`config.mk`:
```
export PLATFORM = sky130hd
export DESIGN_NAME = fixed_block_pool_allocator
export DESIGN_NICKNAME = d
export VERILOG_FILES = /design/src/rtl/core/fbpa_pkg.sv /design/src/rtl/core/fixed_block_pool_allocator.sv /design/src/rtl/core/fbpa_ctrl.sv /design/src/rtl/core/fbpa_dp.sv
export SDC_FILE = /design/constraint.sdc
export NUM_CORES = 2
export LEC_CHECK = 0
export BUFFER_PORTS_ARGS = -buffer_cell sky130_fd_sc_hd__buf_2
export CORE_ASPECT_RATIO = 0.7
export CORE_MARGIN = 5
export CORE_UTILIZATION = 45
export CTS_CLUSTER_SIZE = 24
export DETAILED_ROUTE_END_ITERATION = 8
export HOLD_SLACK_MARGIN = 0.06
export PLACE_DENSITY = 0.59
export SKIP_CTS_REPAIR_TIMING = 1
export SLEW_MARGIN = 20
export SYNTH_ARGS = -nofsm -noshare
export SYNTH_HDL_FRONTEND = slang
export SYNTH_SLANG_ARGS = --single-unit
```
`constraint.sdc`:
```
create_clock -name clock -period 7.01 [get_ports clock]
set_input_delay 0.701 -clock clock [delete_from_list [all_inputs] [get_ports clock]]
set_output_delay 0.701 -clock clock [all_outputs]
set_load 0.02 [all_outputs]
```
`src/rtl/core/fbpa_pkg.sv`:
```
// ----------------------------------------------------------------------------
// fbpa_pkg
// Shared types and constants of the fixed block pool allocator.
// ----------------------------------------------------------------------------
package fbpa_pkg;

   localparam int unsigned MAX_BLOCKS_DEF = 256;
   localparam int unsigned ADDR_W         = 32;
   localparam int unsigned SIZE_W         = 16;
   localparam int unsigned CNT_W          = 9;
   localparam int unsigned PROD_W         = SIZE_W + CNT_W;
   localparam int unsigned DIV_CNT_W      = $clog2(PROD_W);
   localparam int unsigned CSR_IDX_W      = 2;
   localparam int unsigned STATUS_W       = 3;
   localparam int unsigned OP_W           = 2;

   localparam logic [SIZE_W-1:0] RST_BLOCK_SIZE   = 16'd8;
   localparam logic [CNT_W-1:0]  RST_TOTAL_BLOCKS = 9'd256;

   typedef enum logic [OP_W-1:0] {
      OP_ALLOC    = 2'd0,
      OP_FREE     = 2'd1,
      OP_FREE_ALL = 2'd2,
      OP_RESERVED = 2'd3
   } op_type;

   typedef enum logic [STATUS_W-1:0] {
      STS_OK        = 3'd0,
      STS_EXHAUSTED = 3'd1,
      STS_BAD_ADDR  = 3'd2,
      STS_DBL_FREE  = 3'd3,
      STS_OVER_FREE = 3'd4
   } status_type;

   typedef enum logic [CSR_IDX_W-1:0] {
      CSR_POOL_BASE    = 2'd0,
      CSR_BLOCK_SIZE   = 2'd1,
      CSR_TOTAL_BLOCKS = 2'd2
   } csr_index_type;

   typedef enum logic [2:0] {
      S_IDLE,
      S_MUL,
      S_CHECK,
      S_DIV,
      S_COMMIT
   } state_type;

   typedef struct packed {
      logic accept;
      logic mul;
      logic check;
      logic div_start;
      logic div_step;
      logic commit;
   } cmd_type;

   typedef struct packed {
      logic [OP_W-1:0] op;
      logic            range_ok;
      logic            div_last;
   } sts_type;

endpackage

```
`src/rtl/core/fixed_block_pool_allocator.sv`:
```
// ----------------------------------------------------------------------------
// fixed_block_pool_allocator
// Fixed-size block pool: LIFO free stack plus bump index, with checked frees.
// ----------------------------------------------------------------------------
// Sequence: allocate and free-all step through accept, multiply and commit.
// Free adds a range check and, if in range, a 25-step restoring divider.
// One transaction in flight at a time; a new request waits until commit.
// Reset: synchronous; counts back to total_blocks, free stack left unwritten.
// ----------------------------------------------------------------------------
module fixed_block_pool_allocator #(
   parameter int unsigned MAX_BLOCKS = fbpa_pkg::MAX_BLOCKS_DEF
) (
   input  logic                            clock,
   input  logic                            reset,
   input  logic                            req_valid,
   output logic                            req_stall,
   input  logic [fbpa_pkg::OP_W-1:0]       req_operation,
   input  logic [fbpa_pkg::CNT_W-1:0]      req_reserve_margin,
   input  logic [fbpa_pkg::ADDR_W-1:0]     req_block_address,
   output logic                            rsp_valid,
   input  logic                            rsp_stall,
   output logic [fbpa_pkg::STATUS_W-1:0]   rsp_status,
   output logic [fbpa_pkg::ADDR_W-1:0]     rsp_granted_address,
   output logic [fbpa_pkg::CNT_W-1:0]      rsp_free_count,
   output logic [fbpa_pkg::CNT_W-1:0]      rsp_free_low_mark,
   input  logic                            csr_valid,
   output logic                            csr_ready,
   input  logic [fbpa_pkg::CSR_IDX_W-1:0]  csr_index,
   input  logic [fbpa_pkg::ADDR_W-1:0]     csr_data
);
   import fbpa_pkg::*;

   cmd_type cmd;
   sts_type sts;

   assign csr_ready = 1'b1;

   fbpa_ctrl u_ctrl (
      .clock     (clock),
      .reset     (reset),
      .req_valid (req_valid),
      .req_stall (req_stall),
      .rsp_valid (rsp_valid),
      .rsp_stall (rsp_stall),
      .sts       (sts),
      .cmd       (cmd)
   );

   fbpa_dp #(
      .MAX_BLOCKS (MAX_BLOCKS)
   ) u_dp (
      .clock               (clock),
      .reset               (reset),
      .cmd                 (cmd),
      .sts                 (sts),
      .req_operation       (req_operation),
      .req_reserve_margin  (req_reserve_margin),
      .req_block_address   (req_block_address),
      .csr_write           (csr_valid && csr_ready),
      .csr_index           (csr_index),
      .csr_data            (csr_data),
      .rsp_status          (rsp_status),
      .rsp_granted_address (rsp_granted_address),
      .rsp_free_count      (rsp_free_count),
      .rsp_free_low_mark   (rsp_free_low_mark)
   );

endmodule

```
`src/rtl/core/fbpa_ctrl.sv`:
```
// ----------------------------------------------------------------------------
// fbpa_ctrl
// Sequencer: accepts a transaction, steps the datapath and loads the result.
// ----------------------------------------------------------------------------
module fbpa_ctrl (
   input  logic             clock,
   input  logic             reset,
   input  logic             req_valid,
   output logic             req_stall,
   output logic             rsp_valid,
   input  logic             rsp_stall,
   input  fbpa_pkg::sts_type sts,
   output fbpa_pkg::cmd_type cmd
);
   import fbpa_pkg::*;

   state_type state_ff, state_in;
   logic      rsp_valid_ff, rsp_valid_in;
   logic      out_free;

   assign out_free  = !rsp_valid_ff || !rsp_stall;
   assign req_stall = (state_ff != S_IDLE);
   assign rsp_valid = rsp_valid_ff;

   always_ff @(posedge clock) begin
      if (reset) begin
         state_ff     <= S_IDLE;
         rsp_valid_ff <= 1'b0;
      end else begin
         state_ff     <= state_in;
         rsp_valid_ff <= rsp_valid_in;
      end
   end

   always_comb begin
      state_in = state_ff;
      cmd      = '0;
      case (state_ff)
         S_IDLE: begin
            if (req_valid) begin
               cmd.accept = 1'b1;
               state_in   = S_MUL;
            end
         end
         S_MUL: begin
            cmd.mul  = 1'b1;
            state_in = (sts.op == OP_FREE) ? S_CHECK : S_COMMIT;
         end
         S_CHECK: begin
            cmd.check = 1'b1;
            if (sts.range_ok) begin
               cmd.div_start = 1'b1;
               state_in      = S_DIV;
            end else begin
               state_in = S_COMMIT;
            end
         end
         S_DIV: begin
            cmd.div_step = 1'b1;
            if (sts.div_last) begin
               state_in = S_COMMIT;
            end
         end
         S_COMMIT: begin
            if (out_free) begin
               cmd.commit = 1'b1;
               state_in   = S_IDLE;
            end
         end
         default: begin
            state_in = S_IDLE;
         end
      endcase
      rsp_valid_in = cmd.commit || (rsp_valid_ff && rsp_stall);
   end

endmodule

```
`src/rtl/core/fbpa_dp.sv`:
```
// ----------------------------------------------------------------------------
// fbpa_dp
// Datapath: registers, free stack memory, multiplier, divider, result regs.
// ----------------------------------------------------------------------------
module fbpa_dp #(
   parameter int unsigned MAX_BLOCKS = fbpa_pkg::MAX_BLOCKS_DEF
) (
   input  logic                                clock,
   input  logic                                reset,
   input  fbpa_pkg::cmd_type                   cmd,
   output fbpa_pkg::sts_type                   sts,
   input  logic [fbpa_pkg::OP_W-1:0]           req_operation,
   input  logic [fbpa_pkg::CNT_W-1:0]          req_reserve_margin,
   input  logic [fbpa_pkg::ADDR_W-1:0]         req_block_address,
   input  logic                                csr_write,
   input  logic [fbpa_pkg::CSR_IDX_W-1:0]      csr_index,
   input  logic [fbpa_pkg::ADDR_W-1:0]         csr_data,
   output logic [fbpa_pkg::STATUS_W-1:0]       rsp_status,
   output logic [fbpa_pkg::ADDR_W-1:0]         rsp_granted_address,
   output logic [fbpa_pkg::CNT_W-1:0]          rsp_free_count,
   output logic [fbpa_pkg::CNT_W-1:0]          rsp_free_low_mark
);
   import fbpa_pkg::*;

   localparam int unsigned CNT_MAX = (1 << CNT_W) - 1;
   localparam int unsigned DEPTH   = (MAX_BLOCKS < CNT_MAX) ? MAX_BLOCKS : CNT_MAX;
   localparam int unsigned EW      = $clog2(DEPTH);

   logic [ADDR_W-1:0]    base_ff;
   logic [SIZE_W-1:0]    size_ff;
   logic [CNT_W-1:0]     total_ff;
   logic [CNT_W-1:0]     depth_ff, depth_in;
   logic [CNT_W-1:0]     bump_ff, bump_in;
   logic [CNT_W-1:0]     free_ff, free_in;
   logic [CNT_W-1:0]     low_ff, low_in;
   logic [OP_W-1:0]      op_ff;
   logic [CNT_W-1:0]     margin_ff;
   logic [ADDR_W-1:0]    addr_ff;
   logic [EW-1:0]        stack_mem [DEPTH];
   logic [EW-1:0]        top_ff;
   logic [PROD_W-1:0]    prod_ff;
   logic [ADDR_W:0]      offset_ff;
   logic                 range_ok_ff;
   logic [SIZE_W-1:0]    rem_ff;
   logic [PROD_W-1:0]    quo_ff;
   logic [DIV_CNT_W-1:0] div_cnt_ff;
   logic [STATUS_W-1:0]  status_ff;
   logic [ADDR_W-1:0]    granted_ff;
   logic [CNT_W-1:0]     cnt_out_ff, low_out_ff;

   logic [SIZE_W-1:0]    size_eff;
   logic [CNT_W-1:0]     total_eff, cap_total, init_total;
   logic [CNT_W-1:0]     mul_b;
   logic                 range_ok;
   logic [SIZE_W:0]      rem_shift;
   logic [SIZE_W-1:0]    rem_sub;
   logic                 div_ge;
   logic [EW-1:0]        idx;
   logic                 push;
   status_type           status_in;
   logic [ADDR_W-1:0]    granted_in;
   logic                 granted_ok;

   assign cap_total  = CNT_W'(DEPTH);
   assign size_eff   = (size_ff == '0) ? SIZE_W'(1) : size_ff;
   assign total_eff  = (total_ff > cap_total) ? cap_total : total_ff;
   assign init_total = (csr_data[CNT_W-1:0] > cap_total) ? cap_total : csr_data[CNT_W-1:0];

   assign range_ok = !offset_ff[ADDR_W] && (offset_ff[ADDR_W-1:0] < ADDR_W'(prod_ff));
   assign sts.op       = op_ff;
   assign sts.range_ok = range_ok;
   assign sts.div_last = (div_cnt_ff == DIV_CNT_W'(PROD_W - 1));

   assign mul_b = (op_ff == OP_ALLOC) ?
                  ((depth_ff != '0) ? CNT_W'(top_ff) : bump_ff) : total_eff;

   assign rem_shift = {rem_ff, quo_ff[PROD_W-1]};
   assign rem_sub   = rem_shift[SIZE_W-1:0] - size_eff;
   assign div_ge    = (rem_shift >= {1'b0, size_eff});
   assign idx       = quo_ff[EW-1:0];

   always_ff @(posedge clock) begin
      if (cmd.accept) begin
         op_ff     <= req_operation;
         margin_ff <= req_reserve_margin;
         addr_ff   <= req_block_address;
         top_ff    <= stack_mem[depth_ff[EW-1:0] - EW'(1)];
      end
      if (cmd.mul) begin
         prod_ff   <= PROD_W'(size_eff) * PROD_W'(mul_b);
         offset_ff <= {1'b0, addr_ff} - {1'b0, base_ff};
      end
      if (cmd.check) begin
         range_ok_ff <= range_ok;
      end
      if (cmd.div_start) begin
         quo_ff     <= offset_ff[PROD_W-1:0];
         rem_ff     <= '0;
         div_cnt_ff <= '0;
      end else if (cmd.div_step) begin
         quo_ff     <= {quo_ff[PROD_W-2:0], div_ge};
         rem_ff     <= div_ge ? rem_sub : rem_shift[SIZE_W-1:0];
         div_cnt_ff <= div_cnt_ff + DIV_CNT_W'(1);
      end
      if (push) begin
         stack_mem[depth_ff[EW-1:0]] <= idx;
      end
      if (cmd.commit) begin
         status_ff  <= status_in;
         granted_ff <= granted_in;
         cnt_out_ff <= free_in;
         low_out_ff <= low_in;
      end
   end

   always_comb begin
      depth_in   = depth_ff;
      bump_in    = bump_ff;
      free_in    = free_ff;
      low_in     = low_ff;
      status_in  = STS_OK;
      granted_ok = 1'b0;
      push       = 1'b0;
      case (op_ff)
         OP_ALLOC: begin
            if (free_ff <= margin_ff) begin
               status_in = STS_EXHAUSTED;
            end else if (depth_ff != '0) begin
               depth_in   = depth_ff - CNT_W'(1);
               granted_ok = 1'b1;
            end else if (bump_ff < total_eff) begin
               bump_in    = bump_ff + CNT_W'(1);
               granted_ok = 1'b1;
            end else begin
               status_in = STS_EXHAUSTED;
            end
            if (granted_ok) begin
               free_in = free_ff - CNT_W'(1);
               if (free_in < low_ff) begin
                  low_in = free_in;
               end
            end
         end
         OP_FREE: begin
            if (!range_ok_ff || rem_ff != '0) begin
               status_in = STS_BAD_ADDR;
            end else if (depth_ff != '0 && top_ff == idx) begin
               status_in = STS_DBL_FREE;
            end else if (free_ff >= total_eff) begin
               status_in = STS_OVER_FREE;
            end else begin
               push     = cmd.commit;
               depth_in = depth_ff + CNT_W'(1);
               free_in  = free_ff + CNT_W'(1);
            end
         end
         OP_FREE_ALL: begin
            depth_in = '0;
            bump_in  = '0;
            free_in  = total_eff;
         end
         default: begin
            status_in = STS_OK;
         end
      endcase
      granted_in = granted_ok ? (base_ff + ADDR_W'(prod_ff)) : '0;
   end

   always_ff @(posedge clock) begin
      if (reset) begin
         base_ff  <= '0;
         size_ff  <= RST_BLOCK_SIZE;
         total_ff <= RST_TOTAL_BLOCKS;
         depth_ff <= '0;
         bump_ff  <= '0;
         free_ff  <= (RST_TOTAL_BLOCKS > cap_total) ? cap_total : RST_TOTAL_BLOCKS;
         low_ff   <= (RST_TOTAL_BLOCKS > cap_total) ? cap_total : RST_TOTAL_BLOCKS;
      end else if (csr_write) begin
         case (csr_index)
            CSR_POOL_BASE: begin
               base_ff <= csr_data;
            end
            CSR_BLOCK_SIZE: begin
               size_ff <= csr_data[SIZE_W-1:0];
            end
            CSR_TOTAL_BLOCKS: begin
               total_ff <= csr_data[CNT_W-1:0];
               depth_ff <= '0;
               bump_ff  <= '0;
               free_ff  <= init_total;
               low_ff   <= init_total;
            end
            default: begin
               base_ff <= base_ff;
            end
         endcase
      end else if (cmd.commit) begin
         depth_ff <= depth_in;
         bump_ff  <= bump_in;
         free_ff  <= free_in;
         low_ff   <= low_in;
      end
   end

   assign rsp_status          = status_ff;
   assign rsp_granted_address = granted_ff;
   assign rsp_free_count      = cnt_out_ff;
   assign rsp_free_low_mark   = low_out_ff;

endmodule

```
* Word level (Yosys, flattened, before mapping)
Memory sizes are Yosys's and may differ from the RTL's. A register that Yosys moved wholly into a read port is not among the register bits.
Cells that the tools add are included.
** Word-level totals
- Bits in writable memories :: 2048
- Bits in read-only memories :: 0
- Latch bits :: 0
- Input port bits :: 82
- Flip-flop bits (word level) :: 298
- Memories :: 1
** Operators by class
- Reductions and logical operators :: 28
- Eq/ne operators :: 21
- $lt $le $gt $ge :: 8
- Muxes and demuxes :: 68
- Add/sub/neg operators :: 10
- Shift-type cells :: 0
- Multiply operators :: 1
- Divide/modulo/power cells :: 0
- Bitwise operators :: 0
** Memories
- u_dp.stack_mem :: words 256, bits a word 8, rd ports 1, clocked after memory_dff 1, wr ports 1, line fbpa_dp.sv:39 : logic [EW-1:0] stack_mem [DEPTH];
** Operators with widths (number)
- 9-bit two-way mux :: 29
- 9-bit one-hot mux with 3 select lines :: 2
- 25-bit two-way mux :: 2
- 32-bit by 32-bit subtractor with 33-bit output :: 1
- 32-bit by 25-bit adder with 32-bit output :: 1
- 32-bit by 25-bit less-than comparator with 1-bit output :: 1
- 16-bit two-way mux :: 2
- 3-bit two-way mux :: 10
- 9-bit by 1-bit adder with 9-bit output, second input constant :: 3
- 16-bit by 9-bit multiplier with 25-bit output :: 1
- 3-bit inequality test, second input constant :: 7
- 1-bit two-way mux :: 19
- 9-bit greater-than comparator, second input constant :: 2
- 9-bit less-than comparator :: 2
- 9-bit one-hot mux with 2 select lines :: 1
- 9-bit by 1-bit subtractor with 9-bit output, second input constant :: 2
- 17-bit by 16-bit greater-or-equal comparator with 1-bit output :: 1
- 16-bit logical NOT :: 1
- 16-bit nonzero test :: 1
- 16-bit subtractor :: 1
- 3-bit one-hot mux with 5 select lines :: 1
- 9-bit greater-or-equal comparator :: 1
- 9-bit less-or-equal comparator :: 1
- 9-bit nonzero test :: 1
- 25 further kinds :: 43

* Depth between registers and ports, before layout
- Depth after elaboration :: 11
- Depth in mapped cells :: 30

* By module
From an unflattened synthesis, not the netlist that was laid out.
** Second synthesis, totals
- Cells, all modules :: 5692
- Area, all modules :: 101300.9 sq um
** By module, submodules not included
- fbpa_dp :: area an instance 101036.9 sq um, instances 1, seq. area each 69426.6 sq um, cells each 5658
- fbpa_ctrl :: area an instance 252.7 sq um, instances 1, seq. area each 80.1 sq um, cells each 32
- fixed_block_pool_allocator :: area an instance 11.3 sq um, instances 1, seq. area each 0.0 sq um, cells each 2

* Worst setup path before layout
Ideal clock, no wire load.
- Path kind :: flip-flop to flip-flop
- From :: register u_dp.depth_ff[0]
- To :: register u_dp.prod_ff[24], data pin
- Data required time :: 6.750 ns
- Cell stages (with the launch flop) :: 29
- Period minus slack after synthesis :: 6.882 ns
- Data arrival time :: 6.622 ns
- Setup slack :: 0.128 ns
- Cell sequence :: dfxtp_1 clkbuf_1 buf_2 buf_2 inv_1 ha_1 and4b_1 clkbuf_1 nand2_1 a31oi_1 clkbuf_1 nand2_1 fa_1 inv_1 fa_1 fa_1 inv_1 fa_1 inv_1 ha_1 o21a_1 o31a_1 o31a_1 nor4b_1 o21ai_0 o41a_1 a21o_1 a21oi_1 xnor2_1
** On the way
- Cells in the longest elaborated chain, start to end :: 4
** RTL lines
- start: declaration :: line fbpa_dp.sv:32 : logic [CNT_W-1:0] depth_ff, depth_in;
- start signal: assignment :: line fbpa_dp.sv:198 : depth_ff <= depth_in;
- 9-bit nonzero test :: line fbpa_dp.sv:75 : ((depth_ff != '0) ? CNT_W'(top_ff) : bump_ff) : total_eff;
- 9-bit two-way mux :: line fbpa_dp.sv:75
- 9-bit two-way mux :: line fbpa_dp.sv:74 : assign mul_b = (op_ff == OP_ALLOC) ?
- 16-bit by 9-bit multiplier with 25-bit output :: line fbpa_dp.sv:90 : prod_ff <= PROD_W'(size_eff) * PROD_W'(mul_b);
- end signal: assignment :: line fbpa_dp.sv:90
- end: declaration :: line fbpa_dp.sv:41 : logic [PROD_W-1:0] prod_ff;
No other way between the ends.
A chain may end at the register's enable or synchronous reset.

* Worst setup path after layout
- From :: register u_dp.depth_ff[2]
- To :: register u_dp.prod_ff[24], data pin
The elaborated chain is that of the path after synthesis.

==> summary.txt <==
Outcome
  • Status: completed

Power and ir drop
  • Total power: 29.67 mW
  • Clock share of power: 0.405
  • Flop pwr share: 0.519
  • Power per cell area: 263.4 mW/mm²
  • Leak: 36.24 nW
  • Pint: 22.99 mW
  • NetSw: 6.677 mW
  • Logic pwr share: 0.076
  • Sw Share: 0.2250
  • Worst vdd ir: 0.1867 mV

Worst setup path
  • Crit path from: u_dp.depth_ff[2]
  • CP Launch Type: register
  • Max FO, Critical Path: 7
  • Worst R2R Start: u_dp.depth_ff[2]
  • Worst Setup End Kind: register
  • Arrival @ worst endpoint: 7.24 ns
  • WS Path Type: register to register
  • CP required: 7.55 ns

Synthesis
  • Post-Syn Instances: 5,532
  • Cell taking the most area after synthesis: edfxtp_1
  • FFs w/ async S/R, synth: 0
  • Seq/Total Area, Yosys: 0.6908
  • FF+latch count, synth: 2,354
  • Mapped Area: 0.1006 mm²
  • Count leader, synth: edfxtp_1
  • Post-synth top cells: edfxtp_1, mux4_2, nor2_1
  • Top area cells in the synthesized netlist: edfxtp_1, mux4_2, ha_1
  • Avg Cell Area, Syn: 18.19 µm²
  • Syn nets: 5,909
  • Yosys top cell area share: 0.6673
  • Number of flops mapped to enable cells by yosys: 2,236
  • Yosys warning count: 0
  • Main synth FF type: edfxtp_1
  • Unique masters post-synth: 81

Finish
  • Fill cells: 17.99k
  • Final nets: 6,155
  • Final core utilization: 0.5057
  • Area grow syn2layout: 11.96%
  • Share of cells above drive strength 1: 0.2260

Route
  • DRC viols: 0
  • Initial DRC Count: 5,766
  • TritonRoute pass-1 iters: 6
  • Wire length per cell: 28.95 µm
  • Detailed-route via count: 52.69k
  • DRT antenna net count: 0
  • Post-Route WL: 257,600 µm
  • Via density: 5.920

Die
  • Die height: 405.6 µm
  • Die ar.: 0.2333 mm²
  • Initial core utilization: 0.4516
  • I/O pin cnt: 138
  • Rows: 145
  • Die Wd: 575.2 µm
  • Core area: 0.2228 mm²

Timing
  • Setup tns final: 0 ns
  • Hold slack final: 0.1100 ns
  • Setup Viol. Count Final: 0
  • F_max: 149.2 MHz
  • Final-report max-slew violation count: 0
  • Final-report hold violation count: 0
  • Clock skew: 0.09685 ns
  • RSZ-0062 raised after global routing: no
  • Slew @ Worst Pin: 1.165 ns
  • Final worst setup slack: 0.3096 ns
  • Slew headroom: 0.2203
  • Final period util: 0.9558
  • Min Tclk post-route: 6.700 ns

Min path
  • Hold WC Path Type: primary input to register
  • Hold Path Origin: req_operation[0]

Clock tree
  • CTS buffer count: 225
  • CTS clk-pin slew, worst paths: 0.07 ns
  • Clock latency on the worst-skew pair: 0.88 ns
  • H-Tree Depth: 4
  • Clk sinks: 2,354
  • CTS root buf: clkbuf_16
  • CTS Buffer Depth: 4
  • CTS tree: done

Global route
  • Initial antenna violation count: 21
  • First-pass GRT wire length: 374,500 µm
  • Most Crowded Layer GR: met1
  • GR Util met1: 0.3473
  • GRT overflow: 0
  • Met2 usage in global routing: 0.3176
  • Total track usage: 0.2185
  • Largest net degree at the start of global routing: 202
  • Number of global-route vias before repair: 51.83k
  • M3 GR Usage: 0.04073

Placed design
  • PortBufs: 136
  • GPL Wtd Cong: 0.8733
  • DP Wirelength: 160,700 µm
  • DP Worst Slack: 0.3274 ns

Run
  • Max_cap viols: 0
==> state kept, by name, summed over array words and instances (netlist names), 16 cells and up <==
| register | count |
|---|---|
| u_dp.rem_ff | 16 |
| u_dp.offset_ff | 33 |
| u_dp.prod_ff | 25 |
| u_dp.base_ff | 32 |
| u_dp.addr_ff | 32 |
| u_dp.rsp_granted_address | 32 |
| u_dp.stack_mem | 2048 |
| u_dp.quo_ff | 25 |
| u_dp.size_ff | 16 |
==> cells by family after synthesis <==
group / after synthesis / synth area share
fa+ha+maj: 295 / 0.04437
xor+xnor: 112 / 0.009749
mux: 727 / 0.1573
simple gates: 1026 / 0.04624
buf+inv: 544 / 0.02124
compound gates: 473 / 0.03033
flops: 2354 / 0.6908
other cells: 1 / 0.00003727
==> final timing paths <==
path	end	cells past startpoint	slack, ns
setup reg to reg	u_dp.prod_ff[24]	23	0.31
hold / removal	u_dp.op_ff[0]	1	0.11
setup / recovery	u_dp.prod_ff[24]	23	0.31
hold reg to reg	u_dp.total_ff[2]	2	0.46
==> worst max-delay path: stages, from the launching register on <==
cell,delay (ns)
dfxtp_1,0.34
nor4_4,0.38
and4b_1,0.39
nand2_1,0.11
a31oi_2,0.35
buf_4,0.22
nand2_1,0.09
fa_1,0.55
inv_1,0.05
fa_1,0.48
fa_1,0.57
inv_1,0.07
fa_1,0.48
inv_1,0.05
ha_1,0.33
o21ai_0,0.24
nor2_1,0.06
o31a_1,0.14
nor4b_1,0.43
o21ai_0,0.22
o41a_1,0.39
a21o_1,0.20
a21oi_1,0.16
xnor2_1,0.08
==> layer usage <==
| layer | share of wire | wire (µm) |
|---|---|---|
| met1 | 0.46 | 118900 |
| met4 | 0.018 | 4681 |
| met5 | 0.00052 | 134 |
| met3 | 0.080 | 20540 |
| met2 | 0.44 | 113300 |
==> area by class of cell <==
type	count	area (µm²)	area share
multi-input cells	2634	29170	0.2589
clock inverters	130	1172	0.01041
flip-flops and latches	2354	69510	0.6170
clock buffers	279	5976	0.05304
inverters	272	1021	0.009063
repair buffers	291	2127	0.01888
well taps	2940	3679	0.03265
diodes	1	2.502	0.00002221
==> power groups by stage <==
stage | clock network (mW) | logic [mW] | registers [mW]
6_report | 12.0 | 2.25 | 15.4
2_1_floorplan | 0 | 1.47 | 15.7
3_3_place_gp | 0 | 2.21 | 15.7
4_1_cts | 12.2 | 2.24 | 15.4
5_1_grt | 12.8 | 2.42 | 15.4
3_5_place_dp | 0 | 2.23 | 15.7
==> per-stage QoR <==
stage	cells	area [µm²]
after detailed placement	8451	105100
final	8901	112700
after CTS	8860	112200
after global routing	8900	112700
after floorplan	5532	100600
after global placement	8451	105100
==> layout by cell type (no fill, tap or decap), drive strengths merged, types with 17 or more instances in the layout <==
cell type and n:
a211oi 17, a21o 55, a21oi 167, a31oi 22, and2 83, and3 18
buf 251, bufinv 19, clkbuf 279, clkinv 97, dfxtp 118, dlygate4sd3 40
edfxtp 2236, fa 103, ha 192, inv 275, mux2 31, mux4 680
nand2 323, nand2b 20, nand3 34, nand4 24, nor2 388, nor2b 28
nor3 32, nor4 18, o21a 18, o21ai 60, xnor2 58, xor2 54
(Power assumes the default switching activity.)
